==> config.mk <==
export PLATFORM = sky130hd
export DESIGN_NAME = triac_phase_angle_trigger
export DESIGN_NICKNAME = d
export VERILOG_FILES = /design/src/design/tpat_pkg.sv /design/src/design/tpat_delay_calc.sv /design/src/design/tpat_fire_ctrl.sv /design/src/design/triac_phase_angle_trigger.sv
export SDC_FILE = /design/constraint.sdc
export NUM_CORES = 2
export LEC_CHECK = 0
export CORE_UTILIZATION = 40
export CTS_CLUSTER_DIAMETER = 80
export CTS_CLUSTER_SIZE = 12
export DETAILED_ROUTE_END_ITERATION = 6
export DONT_BUFFER_PORTS = 1
export PLACE_DENSITY = 0.66
export REMOVE_ABC_BUFFERS = 1
export SLEW_MARGIN = 40
export SYNTH_ARGS = -nofsm -noshare
export SYNTH_HDL_FRONTEND = slang
export SYNTH_SLANG_ARGS = --single-unit
==> constraint.sdc <==
create_clock -name clock -period 6.5 [get_ports clock]
set_input_delay 0.325 -clock clock [delete_from_list [all_inputs] [get_ports clock]]
set_output_delay 0.325 -clock clock [all_outputs]
set_load 0.01 [all_outputs]
==> src/design/tpat_pkg.sv <==
// Shared types, constants and helpers of the triac phase-angle trigger.
package tpat_pkg;

   localparam int ANGLE_W  = 8;
   localparam int PERIOD_W = 20;
   localparam int PULSE_W  = 16;
   localparam int OPTO_W   = 16;
   localparam int THRESH_W = 20;
   localparam int TIME_WIDTH = 21;

   // (180 - angle) * period needs 28 bits; the quotient by 360 fits in the period width.
   localparam int PROD_W  = 28;
   localparam int DELAY_W = 20;
   localparam int HALF_W  = PERIOD_W - 1;
   localparam int SUM_W   = 22;

   // x / 360 is computed as (x / 8) / 45, the latter as a multiply by a rounded-up
   // reciprocal. It is exact for every dividend below 2^25.
   localparam int DIV_SHIFT   = 3;
   localparam int RECIP_W     = 26;
   localparam int RECIP_SHIFT = 31;
   localparam int QPROD_W     = PROD_W - DIV_SHIFT + RECIP_W;
   localparam logic [RECIP_W-1:0] RECIP_45 = 26'd47721859;

   localparam logic [ANGLE_W-1:0]    ANGLE_MAX = 8'd180;
   localparam logic [TIME_WIDTH-1:0] TIME_MAX  = '1;

   localparam int CSR_IDX_W  = 3;
   localparam int CSR_DATA_W = 20;

   localparam logic [CSR_IDX_W-1:0] CSR_POS_ANGLE   = 3'd0;
   localparam logic [CSR_IDX_W-1:0] CSR_NEG_ANGLE   = 3'd1;
   localparam logic [CSR_IDX_W-1:0] CSR_OPTO_DELAY  = 3'd2;
   localparam logic [CSR_IDX_W-1:0] CSR_LONG_TICKS  = 3'd3;
   localparam logic [CSR_IDX_W-1:0] CSR_SHORT_TICKS = 3'd4;
   localparam logic [CSR_IDX_W-1:0] CSR_LONG_THRESH = 3'd5;

   typedef struct packed {
      logic                zero_cross;
      logic [PERIOD_W-1:0] mains_period;
   } req_type;

   typedef struct packed {
      logic gate;
      logic triggers_pending;
   } rsp_type;

   typedef struct packed {
      logic [ANGLE_W-1:0]  positive_angle;
      logic [ANGLE_W-1:0]  negative_angle;
      logic [OPTO_W-1:0]   opto_delay;
      logic [PULSE_W-1:0]  long_pulse_ticks;
      logic [PULSE_W-1:0]  short_pulse_ticks;
      logic [THRESH_W-1:0] long_pulse_threshold;
   } cfg_type;

   typedef enum logic [1:0] {
      MODE_OFF,
      MODE_FULL,
      MODE_SCHED
   } mode_type;

   // Schedule computed for one tick, handed to the trigger state stage.
   typedef struct packed {
      logic                  zero_cross;
      mode_type              mode;
      logic                  n_arm;
      logic [TIME_WIDTH-1:0] n_time;
      logic [PULSE_W-1:0]    n_width;
      logic                  p_arm;
      logic [TIME_WIDTH-1:0] p_time;
      logic [PULSE_W-1:0]    p_width;
   } sched_type;

   typedef struct packed {
      logic en1;
      logic en2;
      logic en3;
   } pipe_ctl_type;

   function automatic logic [ANGLE_W-1:0] clamp_angle(logic [ANGLE_W-1:0] a);
      return (a > ANGLE_MAX) ? ANGLE_MAX : a;
   endfunction

   function automatic logic time_fits(logic [SUM_W-1:0] s);
      return (TIME_WIDTH >= SUM_W) || ((s >> TIME_WIDTH) == '0);
   endfunction

endpackage

==> src/design/tpat_delay_calc.sv <==
// Three-stage datapath that turns a crossing tick into a pulse schedule.
module tpat_delay_calc (
   input  logic                  clock,
   input  tpat_pkg::pipe_ctl_type ctl,
   input  tpat_pkg::cfg_type     cfg,
   input  tpat_pkg::req_type     s0,
   output tpat_pkg::sched_type   sched
);
   import tpat_pkg::*;

   logic [ANGLE_W-1:0]  pa_c;
   logic [ANGLE_W-1:0]  na_c;
   logic [ANGLE_W-1:0]  kp;
   logic [ANGLE_W-1:0]  kn;

   logic                s1_zc_ff;
   logic [PROD_W-1:0]   s1_n_prod_ff;
   logic [PROD_W-1:0]   s1_p_prod_ff;
   logic [HALF_W-1:0]   s1_half_ff;

   logic [QPROD_W-1:0]  n_quot_full;
   logic [QPROD_W-1:0]  p_quot_full;
   logic                s2_zc_ff;
   logic [DELAY_W-1:0]  s2_nd_ff;
   logic [DELAY_W-1:0]  s2_pd_ff;
   logic [HALF_W-1:0]   s2_half_ff;

   logic [DELAY_W-1:0]  nd;
   logic [DELAY_W-1:0]  pd;
   logic [SUM_W-1:0]    n_sum;
   logic [SUM_W-1:0]    p_sum;
   sched_type           sched_in;
   sched_type           sched_ff;

   assign pa_c = clamp_angle(cfg.positive_angle);
   assign na_c = clamp_angle(cfg.negative_angle);
   assign kp   = ANGLE_MAX - pa_c;
   assign kn   = ANGLE_MAX - na_c;

   assign n_quot_full = QPROD_W'(s1_n_prod_ff[PROD_W-1:DIV_SHIFT]) * QPROD_W'(RECIP_45);
   assign p_quot_full = QPROD_W'(s1_p_prod_ff[PROD_W-1:DIV_SHIFT]) * QPROD_W'(RECIP_45);

   // An angle of zero means no delay, so that half is skipped.
   assign nd    = (na_c == '0) ? '0 : s2_nd_ff;
   assign pd    = (pa_c == '0) ? '0 : s2_pd_ff;
   assign n_sum = SUM_W'(cfg.opto_delay) + SUM_W'(nd);
   assign p_sum = SUM_W'(cfg.opto_delay) + SUM_W'(pd) + SUM_W'(s2_half_ff);

   always_comb begin
      sched_in.zero_cross = s2_zc_ff;
      if (pa_c == '0 && na_c == '0) begin
         sched_in.mode = MODE_OFF;
      end else if (pa_c == ANGLE_MAX && na_c == ANGLE_MAX) begin
         sched_in.mode = MODE_FULL;
      end else begin
         sched_in.mode = MODE_SCHED;
      end
      sched_in.n_arm   = (sched_in.mode == MODE_SCHED) && (nd != '0) && time_fits(n_sum);
      sched_in.p_arm   = (sched_in.mode == MODE_SCHED) && (pd != '0) && time_fits(p_sum);
      sched_in.n_time  = TIME_WIDTH'(n_sum);
      sched_in.p_time  = TIME_WIDTH'(p_sum);
      sched_in.n_width = (nd < cfg.long_pulse_threshold) ? cfg.long_pulse_ticks
                                                          : cfg.short_pulse_ticks;
      sched_in.p_width = (pd < cfg.long_pulse_threshold) ? cfg.long_pulse_ticks
                                                          : cfg.short_pulse_ticks;
   end

   always_ff @(posedge clock) begin
      if (ctl.en1) begin
         s1_zc_ff     <= s0.zero_cross;
         s1_n_prod_ff <= PROD_W'(kn) * PROD_W'(s0.mains_period);
         s1_p_prod_ff <= PROD_W'(kp) * PROD_W'(s0.mains_period);
         s1_half_ff   <= s0.mains_period[PERIOD_W-1:1];
      end
      if (ctl.en2) begin
         s2_zc_ff   <= s1_zc_ff;
         s2_nd_ff   <= n_quot_full[RECIP_SHIFT +: DELAY_W];
         s2_pd_ff   <= p_quot_full[RECIP_SHIFT +: DELAY_W];
         s2_half_ff <= s1_half_ff;
      end
      if (ctl.en3) begin
         sched_ff <= sched_in;
      end
   end

   assign sched = sched_ff;

endmodule

==> src/design/tpat_fire_ctrl.sv <==
// Trigger state: tick counter, armed pulses and the gate pulse timer.
module tpat_fire_ctrl (
   input  logic                clock,
   input  logic                reset,
   input  logic                upd,
   input  tpat_pkg::sched_type sched,
   output tpat_pkg::rsp_type   rsp
);
   import tpat_pkg::*;

   logic [TIME_WIDTH-1:0] tss_ff, tss_in;
   logic [TIME_WIDTH-1:0] nft_ff, nft_in;
   logic [TIME_WIDTH-1:0] pft_ff, pft_in;
   logic                  narm_ff, narm_in;
   logic                  parm_ff, parm_in;
   logic [PULSE_W-1:0]    nw_ff, nw_in;
   logic [PULSE_W-1:0]    pw_ff, pw_in;
   logic [PULSE_W-1:0]    pr_ff, pr_in;
   logic                  gate_ff, gate_in;
   logic                  n_start;
   logic                  p_start;

   always_comb begin
      tss_in  = tss_ff;
      nft_in  = nft_ff;
      pft_in  = pft_ff;
      narm_in = narm_ff;
      parm_in = parm_ff;
      nw_in   = nw_ff;
      pw_in   = pw_ff;
      pr_in   = pr_ff;
      gate_in = gate_ff;
      n_start = 1'b0;
      p_start = 1'b0;
      if (sched.zero_cross) begin
         // A crossing cancels everything pending and restarts the count.
         tss_in  = '0;
         pr_in   = '0;
         narm_in = sched.n_arm;
         parm_in = sched.p_arm;
         nft_in  = sched.n_time;
         pft_in  = sched.p_time;
         nw_in   = sched.n_width;
         pw_in   = sched.p_width;
         unique case (sched.mode)
            MODE_OFF:   gate_in = 1'b0;
            MODE_FULL:  gate_in = 1'b1;
            MODE_SCHED: gate_in = 1'b0;
            default:    gate_in = 1'b0;
         endcase
      end else begin
         if (tss_ff != TIME_MAX) begin
            tss_in = tss_ff + TIME_WIDTH'(1);
         end
         if (pr_ff != '0) begin
            pr_in = pr_ff - PULSE_W'(1);
            if (pr_in == '0) begin
               gate_in = 1'b0;
            end
         end
         // The negative pulse has priority; a late pulse starts once the other ends.
         if (pr_in == '0) begin
            if (narm_ff && tss_in >= nft_ff) begin
               n_start = 1'b1;
            end else if (parm_ff && !narm_ff && tss_in >= pft_ff) begin
               p_start = 1'b1;
            end
         end
         if (n_start) begin
            narm_in = 1'b0;
            pr_in   = nw_ff;
            gate_in = (nw_ff != '0);
         end
         if (p_start) begin
            parm_in = 1'b0;
            pr_in   = pw_ff;
            gate_in = (pw_ff != '0);
         end
      end
   end

   always_ff @(posedge clock) begin
      if (reset) begin
         tss_ff  <= '0;
         nft_ff  <= '0;
         pft_ff  <= '0;
         narm_ff <= 1'b0;
         parm_ff <= 1'b0;
         nw_ff   <= '0;
         pw_ff   <= '0;
         pr_ff   <= '0;
         gate_ff <= 1'b0;
      end else if (upd) begin
         tss_ff  <= tss_in;
         nft_ff  <= nft_in;
         pft_ff  <= pft_in;
         narm_ff <= narm_in;
         parm_ff <= parm_in;
         nw_ff   <= nw_in;
         pw_ff   <= pw_in;
         pr_ff   <= pr_in;
         gate_ff <= gate_in;
      end
   end

   assign rsp.gate             = gate_ff;
   assign rsp.triggers_pending = narm_ff | parm_ff;

   a_pulse_drives_gate: assert property (@(posedge clock) disable iff (reset)
      pr_ff != '0 |-> gate_ff)
      else $error("pulse timer running with gate low");

   a_tick_counts: assert property (@(posedge clock) disable iff (reset)
      upd && !sched.zero_cross && tss_ff != TIME_MAX
      |=> tss_ff == $past(tss_ff) + TIME_WIDTH'(1))
      else $error("tick counter did not advance");

   a_positive_after_negative: assert property (@(posedge clock) disable iff (reset)
      upd && p_start |-> !narm_ff && !n_start)
      else $error("positive pulse started ahead of negative pulse");

endmodule

==> src/design/triac_phase_angle_trigger.sv <==
// Top level of the triac phase-angle trigger: registers, handshake and pipeline.
//
// Each request is one time tick: zero_cross marks a mains crossing and
// mains_period carries the measured period. Every request yields exactly one
// response with the gate level for that tick and whether a trigger of the
// current half-cycle pair is still due.
// A request passes from acceptance to a valid response through five registers:
// an input register, the angle multiply, the divide by 360 (a reciprocal
// multiply), the schedule stage, and the trigger state which is also the
// response register. Throughput is one request per cycle unless rsp_ready
// stalls it; the two multiply stages set the depth.
// Each stage holds its item only while the stage after it is full and
// stalled, so requests keep flowing into empty stages while a response waits.
// Configuration registers are written through csr_we/csr_index/csr_wdata and
// take effect immediately; writes to unknown indexes are ignored.
// Synchronous reset clears the configuration, the valid bits and the trigger
// state, empties the pipeline, drives the gate low and disarms both triggers.
module triac_phase_angle_trigger (
   input  logic                                clock,
   input  logic                                reset,
   input  logic                                req_valid,
   output logic                                req_ready,
   input  tpat_pkg::req_type                   req_data,
   output logic                                rsp_valid,
   input  logic                                rsp_ready,
   output tpat_pkg::rsp_type                   rsp_data,
   input  logic                                csr_we,
   input  logic [tpat_pkg::CSR_IDX_W-1:0]      csr_index,
   input  logic [tpat_pkg::CSR_DATA_W-1:0]     csr_wdata
);
   import tpat_pkg::*;

   cfg_type      cfg_ff;
   req_type      s0_ff;
   logic         v0_ff, v1_ff, v2_ff, v3_ff, out_v_ff;
   logic         rdy0, rdy1, rdy2, rdy3, adv_out;
   logic         upd;
   pipe_ctl_type ctl;
   sched_type    sched;

   assign adv_out = !out_v_ff || rsp_ready;
   assign rdy3    = !v3_ff || adv_out;
   assign rdy2    = !v2_ff || rdy3;
   assign rdy1    = !v1_ff || rdy2;
   assign rdy0    = !v0_ff || rdy1;
   assign upd     = v3_ff && adv_out;

   assign ctl.en1 = rdy1;
   assign ctl.en2 = rdy2;
   assign ctl.en3 = rdy3;

   assign req_ready = rdy0;
   assign rsp_valid = out_v_ff;

   always_ff @(posedge clock) begin
      if (reset) begin
         cfg_ff   <= '0;
         v0_ff    <= 1'b0;
         v1_ff    <= 1'b0;
         v2_ff    <= 1'b0;
         v3_ff    <= 1'b0;
         out_v_ff <= 1'b0;
      end else begin
         if (csr_we) begin
            unique case (csr_index)
               CSR_POS_ANGLE:   cfg_ff.positive_angle       <= csr_wdata[ANGLE_W-1:0];
               CSR_NEG_ANGLE:   cfg_ff.negative_angle       <= csr_wdata[ANGLE_W-1:0];
               CSR_OPTO_DELAY:  cfg_ff.opto_delay           <= csr_wdata[OPTO_W-1:0];
               CSR_LONG_TICKS:  cfg_ff.long_pulse_ticks     <= csr_wdata[PULSE_W-1:0];
               CSR_SHORT_TICKS: cfg_ff.short_pulse_ticks    <= csr_wdata[PULSE_W-1:0];
               CSR_LONG_THRESH: cfg_ff.long_pulse_threshold <= csr_wdata[THRESH_W-1:0];
               default: ;
            endcase
         end
         if (rdy0) begin
            v0_ff <= req_valid;
         end
         if (rdy1) begin
            v1_ff <= v0_ff;
         end
         if (rdy2) begin
            v2_ff <= v1_ff;
         end
         if (rdy3) begin
            v3_ff <= v2_ff;
         end
         if (adv_out) begin
            out_v_ff <= v3_ff;
         end
      end
   end

   always_ff @(posedge clock) begin
      if (rdy0) begin
         s0_ff <= req_data;
      end
   end

   tpat_delay_calc u_delay_calc (
      .clock (clock),
      .ctl   (ctl),
      .cfg   (cfg_ff),
      .s0    (s0_ff),
      .sched (sched)
   );

   tpat_fire_ctrl u_fire_ctrl (
      .clock (clock),
      .reset (reset),
      .upd   (upd),
      .sched (sched),
      .rsp   (rsp_data)
   );

   a_stage_holds: assert property (@(posedge clock) disable iff (reset)
      v3_ff && !rdy3 |=> v3_ff)
      else $error("schedule stage lost a request while stalled");

   a_ready_when_empty: assert property (@(posedge clock) disable iff (reset)
      !v0_ff && !v1_ff && !v2_ff && !v3_ff |-> req_ready)
      else $error("empty pipeline refused a request");

endmodule

Word-level counts from Yosys, hierarchy flattened. Index checks and enable logic that the tools add are counted.

Bits in registers: 439. Bits of input ports: 49. Output and inout bits: 4.

$add $sub $neg: 7. Multipliers: 4. Order comparisons: 6. Equality and inequality tests: 10. Mux-type cells: 33. Bitwise gates (word level): 1. Reductions and logical operators: 47.

Operators with widths (count): $mux 16 (7); $mul 25x26->51 const B (2); $mux 21 (3); $mul 8x20->28 (2); $reduce_bool 16->1 (3); $add 16x20->21 (2); $ge 21x21->1 (2); $lt 20x20->1 (2); $mux 20 (2); $reduce_bool 20->1 (2); $logic_not 16->1 (2); $add 22x19->22 (1); $logic_not 22->1 (1); $logic_not 22->1 const A (1); $add 21x1->21 const B (1); $ne 21x21->1 const B (1); $reduce_and 2->1 (9); $mux 1 (17); $eq 8x8->1 const B (2); $gt 8x8->1 const B (2); $logic_not 8->1 (2); $mux 8 (2); $sub 16x1->16 const B (1); $sub 8x8->8 const A (2); 14 further kinds (37).

Longest topological paths before layout.
Depth in word-level cells: 11. Depth in mapped cells: 34.

Modules after synthesis. A second synthesis with hierarchy kept.

Cells, all modules: 4786. Area total of the unflattened synthesis: 47428.0 sq um.

Modules (own cells, without submodules): tpat_delay_calc (times used 1, cells an instance 3579, area an instance 36618.9 sq um, seq. area each 6276.0 sq um); tpat_fire_ctrl (times used 1, cells an instance 860, area an instance 6598.8 sq um, seq. area each 2282.2 sq um); triac_phase_angle_trigger (times used 1, cells an instance 347, area an instance 4210.3 sq um, seq. area each 2412.3 sq um).

Worst setup path before layout. Ideal clock, no wire load.

Kind: register -> register. From: register cfg_ff[68] in the netlist's numbering. To: register u_delay_calc.s1_n_prod_ff[27], data pin. Data arrival time: 6802 ps. Path slack: -570 ps. Stages on the path, launching flop included: 32. Buffers on the path: 3. Cells stage by stage: dfxtp_1 -> o21a_1 -> o21ai_0 -> o21bai_1 -> nand2_1 -> and2_1 -> clkbuf_1 -> clkbuf_1 -> inv_1 -> ha_1 -> nor2b_1 -> o211ai_1 -> mux2i_1 -> a21oi_1 -> clkbuf_1 -> and2_1 -> fa_1 -> inv_1 -> fa_1 -> inv_1 -> fa_1 -> fa_1 -> ha_1 -> a21oi_1 -> o2bb2ai_1 -> a31oi_1 -> a221o_1 -> a41oi_1 -> a21oi_1 -> a41o_1 -> o41ai_1 -> xnor2_1.

Cells in the longest elaborated chain, start to end: 4.

RTL lines: start: declaration (RTL line triac_phase_angle_trigger.sv:33) `cfg_type cfg_ff;`; $gt 8x8->1 (RTL line tpat_pkg.sv:82) `return (a > ANGLE_MAX) ? ANGLE_MAX : a;`; $mux 8 (*) (RTL line tpat_pkg.sv:82); $sub 8x8->8 (*) (RTL line tpat_delay_calc.sv:38) `assign kn = ANGLE_MAX - na_c;`; $mul 8x20->28 (*) (RTL line tpat_delay_calc.sv:71) `s1_n_prod_ff <= PROD_W'(kn) * PROD_W'(s0.mains_period);`; end signal: assignment (RTL line tpat_delay_calc.sv:71); end: declaration (RTL line tpat_delay_calc.sv:17) `logic [PROD_W-1:0] s1_n_prod_ff;`.

Every way passes the cells marked *; elsewhere a longest branch is shown, timed or not. A chain may end at the register's enable or synchronous reset.

Worst setup path after layout.
From: register cfg_ff[69] in the netlist's numbering. To: register u_delay_calc.s1_n_prod_ff[27], data pin.

The elaborated chain is that of the path after synthesis.

==> metrics.md <==
| Metric | Value |
|---|---|
| CP bufs+invs | `4` |
| PortBufs | `0` |
| Clock Sinks | `433` |
| Fin. max-slew vios | `0` |
| # DRC | `0` |
| CP max FO | `5` |
| Area grow syn2layout | `11.54%` |
| Final setup viols | `1` |
| Chip height | `347.3 um` |
| Starting Density | `0.4040` |
| Total track usage | `0.1986` |
| Crit-path most repeated cell | `fa_1` |
| Sequential share of the synthesized area | `0.2300` |
| Synth Instances | `4899` |
| Row cnt | `126` |
| Initial antenna violation count | `7` |
| Netlist Area Pre-Place | `47700 um2` |
| Synth area leaders | `fa_1, ha_1, edfxtp_1, dfxtp_1, inv_1` |
| Vias | `34370` |
| Final GP Congestion | `0.9717` |
| Synth unique cells | `87` |
| Final Instance Area | `53210 um2` |
| Nets | `6380` |
| Syn avg cell area | `9.737 um2` |
| TritonCTS Buffers | `45` |
| Max_slew headroom | `0.4499` |
| Fmax | `0.1523 GHz` |
| Max Cap Viol | `0` |
| Core area | `118100 um2` |
| Largest net degree at the start of global routing | `112` |
| Chip width | `347.3 um` |
| Worst skew pair latency | `640 ps` |
| Final Hold Viols | `0` |
| Hold Crit Class | `primary input to flip-flop` |
| Fillers | `11110` |
| Clock Skew | `44.41 ps` |
| Die ar. | `120600 um2` |
| Slowest stage delay, CP | `560 ps` |
| TritonCTS clock tree | `yes` |
| Drt first pass iters | `5` |
| Ports | `53` |
| Minimum clock period | `6566 ps` |
| First-pass GRT wire length | `191400 um` |
| Drt via density | `5.168` |
| Crit path required time | `6830 ps` |
| Count leader, synth | `inv_1` |
| Share of cells above drive strength 1 | `0.08333` |
| Synth area leader | `fa_1` |
| 1st-iter DRT viols | `1922` |
| Vias in the first global route | `35220` |
| WP data arrival | `6900 ps` |
| Synth top area share | `0.2367` |
| Setup CP Type | `flip-flop to flip-flop` |
| Global route total overflow | `0` |
| Crit end category | `flip-flop` |
| Placed cell area | `50570 um2` |
| Period utilization | `1.010` |
| Worst-path clk slew | `70 ps` |
| Post-synth EDFFs | `230` |
| Top cells by count, synth | `inv_1, ha_1, fa_1` |
| Yosys warns | `0` |
| CTS Buffer Depth | `3` |
| Slew of the pin with the lowest slew margin | `825.1 ps` |
| Failing checks | `setup timing` |
| Post-route ant nets | `0` |
| CP Launch Type | `flip-flop` |
| Final worst setup slack | `-66.36 ps` |
| WL/cell | `18.06 um` |
| RSZ-0062 raised after global routing | `yes` |
| Most used flip-flop cell after synthesis | `edfxtp_1` |
| CP max stage cell | `fa_1` |
| Dpl hpwl | `97940 um` |
| CTS Root Cell | `clkbuf_16` |
| Synth Register Bits | `433` |
| Async S/R FF share, synth | `0` |
| CTS H-tree depth | `2` |
| Kind of cell adding the most delay to the critical path | `adder cells` |
| Status | `complete, but fails checks` |
| WL final | `120100 um` |
-- sequential cells by signal (all words and copies together) (netlist names), 16 cells and up --
register and flops:
cfg_ff 84, s0_ff 21, u_delay_calc.s1_half_ff 19, u_delay_calc.s1_n_prod_ff 25, u_delay_calc.s1_p_prod_ff 25, u_delay_calc.s2_half_ff 19, u_delay_calc.s2_nd_ff 20, u_delay_calc.s2_pd_ff 20
u_delay_calc.sched 79, u_fire_ctrl.nft_ff 21, u_fire_ctrl.nw_ff 16, u_fire_ctrl.pft_ff 21, u_fire_ctrl.pr_ff 16, u_fire_ctrl.pw_ff 16, u_fire_ctrl.tss_ff 21
-- cell families after synthesis --
| kind of cell | after synthesis | synth area share |
|---|---|---|
| buf+inv | 1129 | 0.08955 |
| mux | 50 | 0.01141 |
| flops | 433 | 0.2300 |
| simple gates | 1132 | 0.1184 |
| xor+xnor | 159 | 0.02919 |
| compound gates | 741 | 0.1035 |
| fa+ha+maj | 1255 | 0.4179 |
-- per-stage QoR --
stage	hold WS, ps	utilization	cells	TNS (ps)	worst slack (ps)
5_1_grt	84.84	0.4506	6650	-703.4	-370.8
3_3_place_gp	401.1	0.4281	6494	-373.5	-163.7
2_1_floorplan	394.1	-	4771	-3605	-620.8
6_report	66.27	0.4506	6650	-66.36	-66.36
4_1_cts	35.08	0.4446	6623	0	11.90
3_5_place_dp	404.5	0.4282	6494	-2122	-371.8
-- timing repair --
action | CTS | global route
hold endpoints to repair | 131 | 0
hold buffers | 43 | 0
setup buffers | 3 | 26
gates cloned | 0 | 0
pin swaps | 18 | 80
gates resized for setup | 21 | 114
endpoints found under the setup margin | 25 | 52
-- metal layers --
layer,up-vias,part of all wire,wire length (um),global-route usage
li1,16430,-,-,-
met1,17100,0.48,57400,0.2859
met2,695,0.46,55240,0.3253
met3,138,0.045,5370,0.02084
met4,6,0.017,2024,0.03395
met5,-,0.00029,35,0
-- path summary, 6_finish.rpt --
kind                                         from                                 endpoint  slack, ps  cells after the start
max                       cfg_ff[69]$_SDFFE_PP0P_  u_delay_calc.s1_n_prod_ff[27]$_DFFE_PP_        -70                     29
min                                  csr_index[2]                  cfg_ff[16]$_SDFFE_PP0P_         70                      4
max reg2reg               cfg_ff[69]$_SDFFE_PP0P_  u_delay_calc.s1_n_prod_ff[27]$_DFFE_PP_        -70                     29
min reg2reg  u_delay_calc.s1_half_ff[5]$_DFFE_PP_     u_delay_calc.s2_half_ff[5]$_DFFE_PP_        420                      0
-- final cells by class --
cell class | instances | area, um2 | area share
multi-input combinational | 3337 | 33090 | 0.6218
timing repair buffer | 258 | 2096 | 0.03939
sequential | 433 | 10970 | 0.2062
clock buffer | 73 | 1231 | 0.02314
clock inverter | 10 | 137.6 | 0.002587
inverter | 1001 | 3757 | 0.07062
antenna | 2 | 5.005 | 0.00009406
tap | 1536 | 1922 | 0.03612
-- worst reg2reg max path, delay by kind of cell (launching register included) --
kind | cells | cell delay [ps]
XOR/XNOR | 1 | 120
adder cells (fa/ha/maj) | 6 | 2440
multiplexers | 1 | 210
flip-flops | 1 | 330
AND/OR/NAND/NOR | 4 | 430
buffers and inverters | 4 | 310
AO/OA/AOI/OAI | 13 | 2420
-- placed cells by master (no fill, tap or decap), types with 17 or more instances in the layout --
| cell | count |
|---|---|
| inv_1 | 991 |
| ha_1 | 673 |
| fa_1 | 560 |
| nand2_1 | 379 |
| edfxtp_1 | 230 |
| and2_1 | 217 |
| a21oi_1 | 213 |
| buf_4 | 207 |
| dfxtp_1 | 201 |
| nor2_1 | 167 |
| xnor2_1 | 111 |
| o21ai_0 | 96 |
| a22o_1 | 75 |
| a21o_1 | 73 |
| nor2b_1 | 70 |
| nand3_1 | 55 |
| xor2_1 | 48 |
| nor3_1 | 47 |
| clkbuf_16 | 45 |
| dlygate4sd3_1 | 42 |
| nand4_1 | 36 |
| o21a_1 | 29 |
| clkbuf_1 | 28 |
| and3_1 | 27 |
| nor4_1 | 27 |
| o21ai_1 | 26 |
| nand2b_1 | 25 |
| mux2_2 | 25 |
| o211ai_1 | 21 |
| a211oi_1 | 20 |
| a31oi_1 | 18 |
| o21bai_1 | 17 |
Power is left out: the tool's default activity adds up to more than one toggle a clock period on the data nets, which glitch-free logic cannot reach.
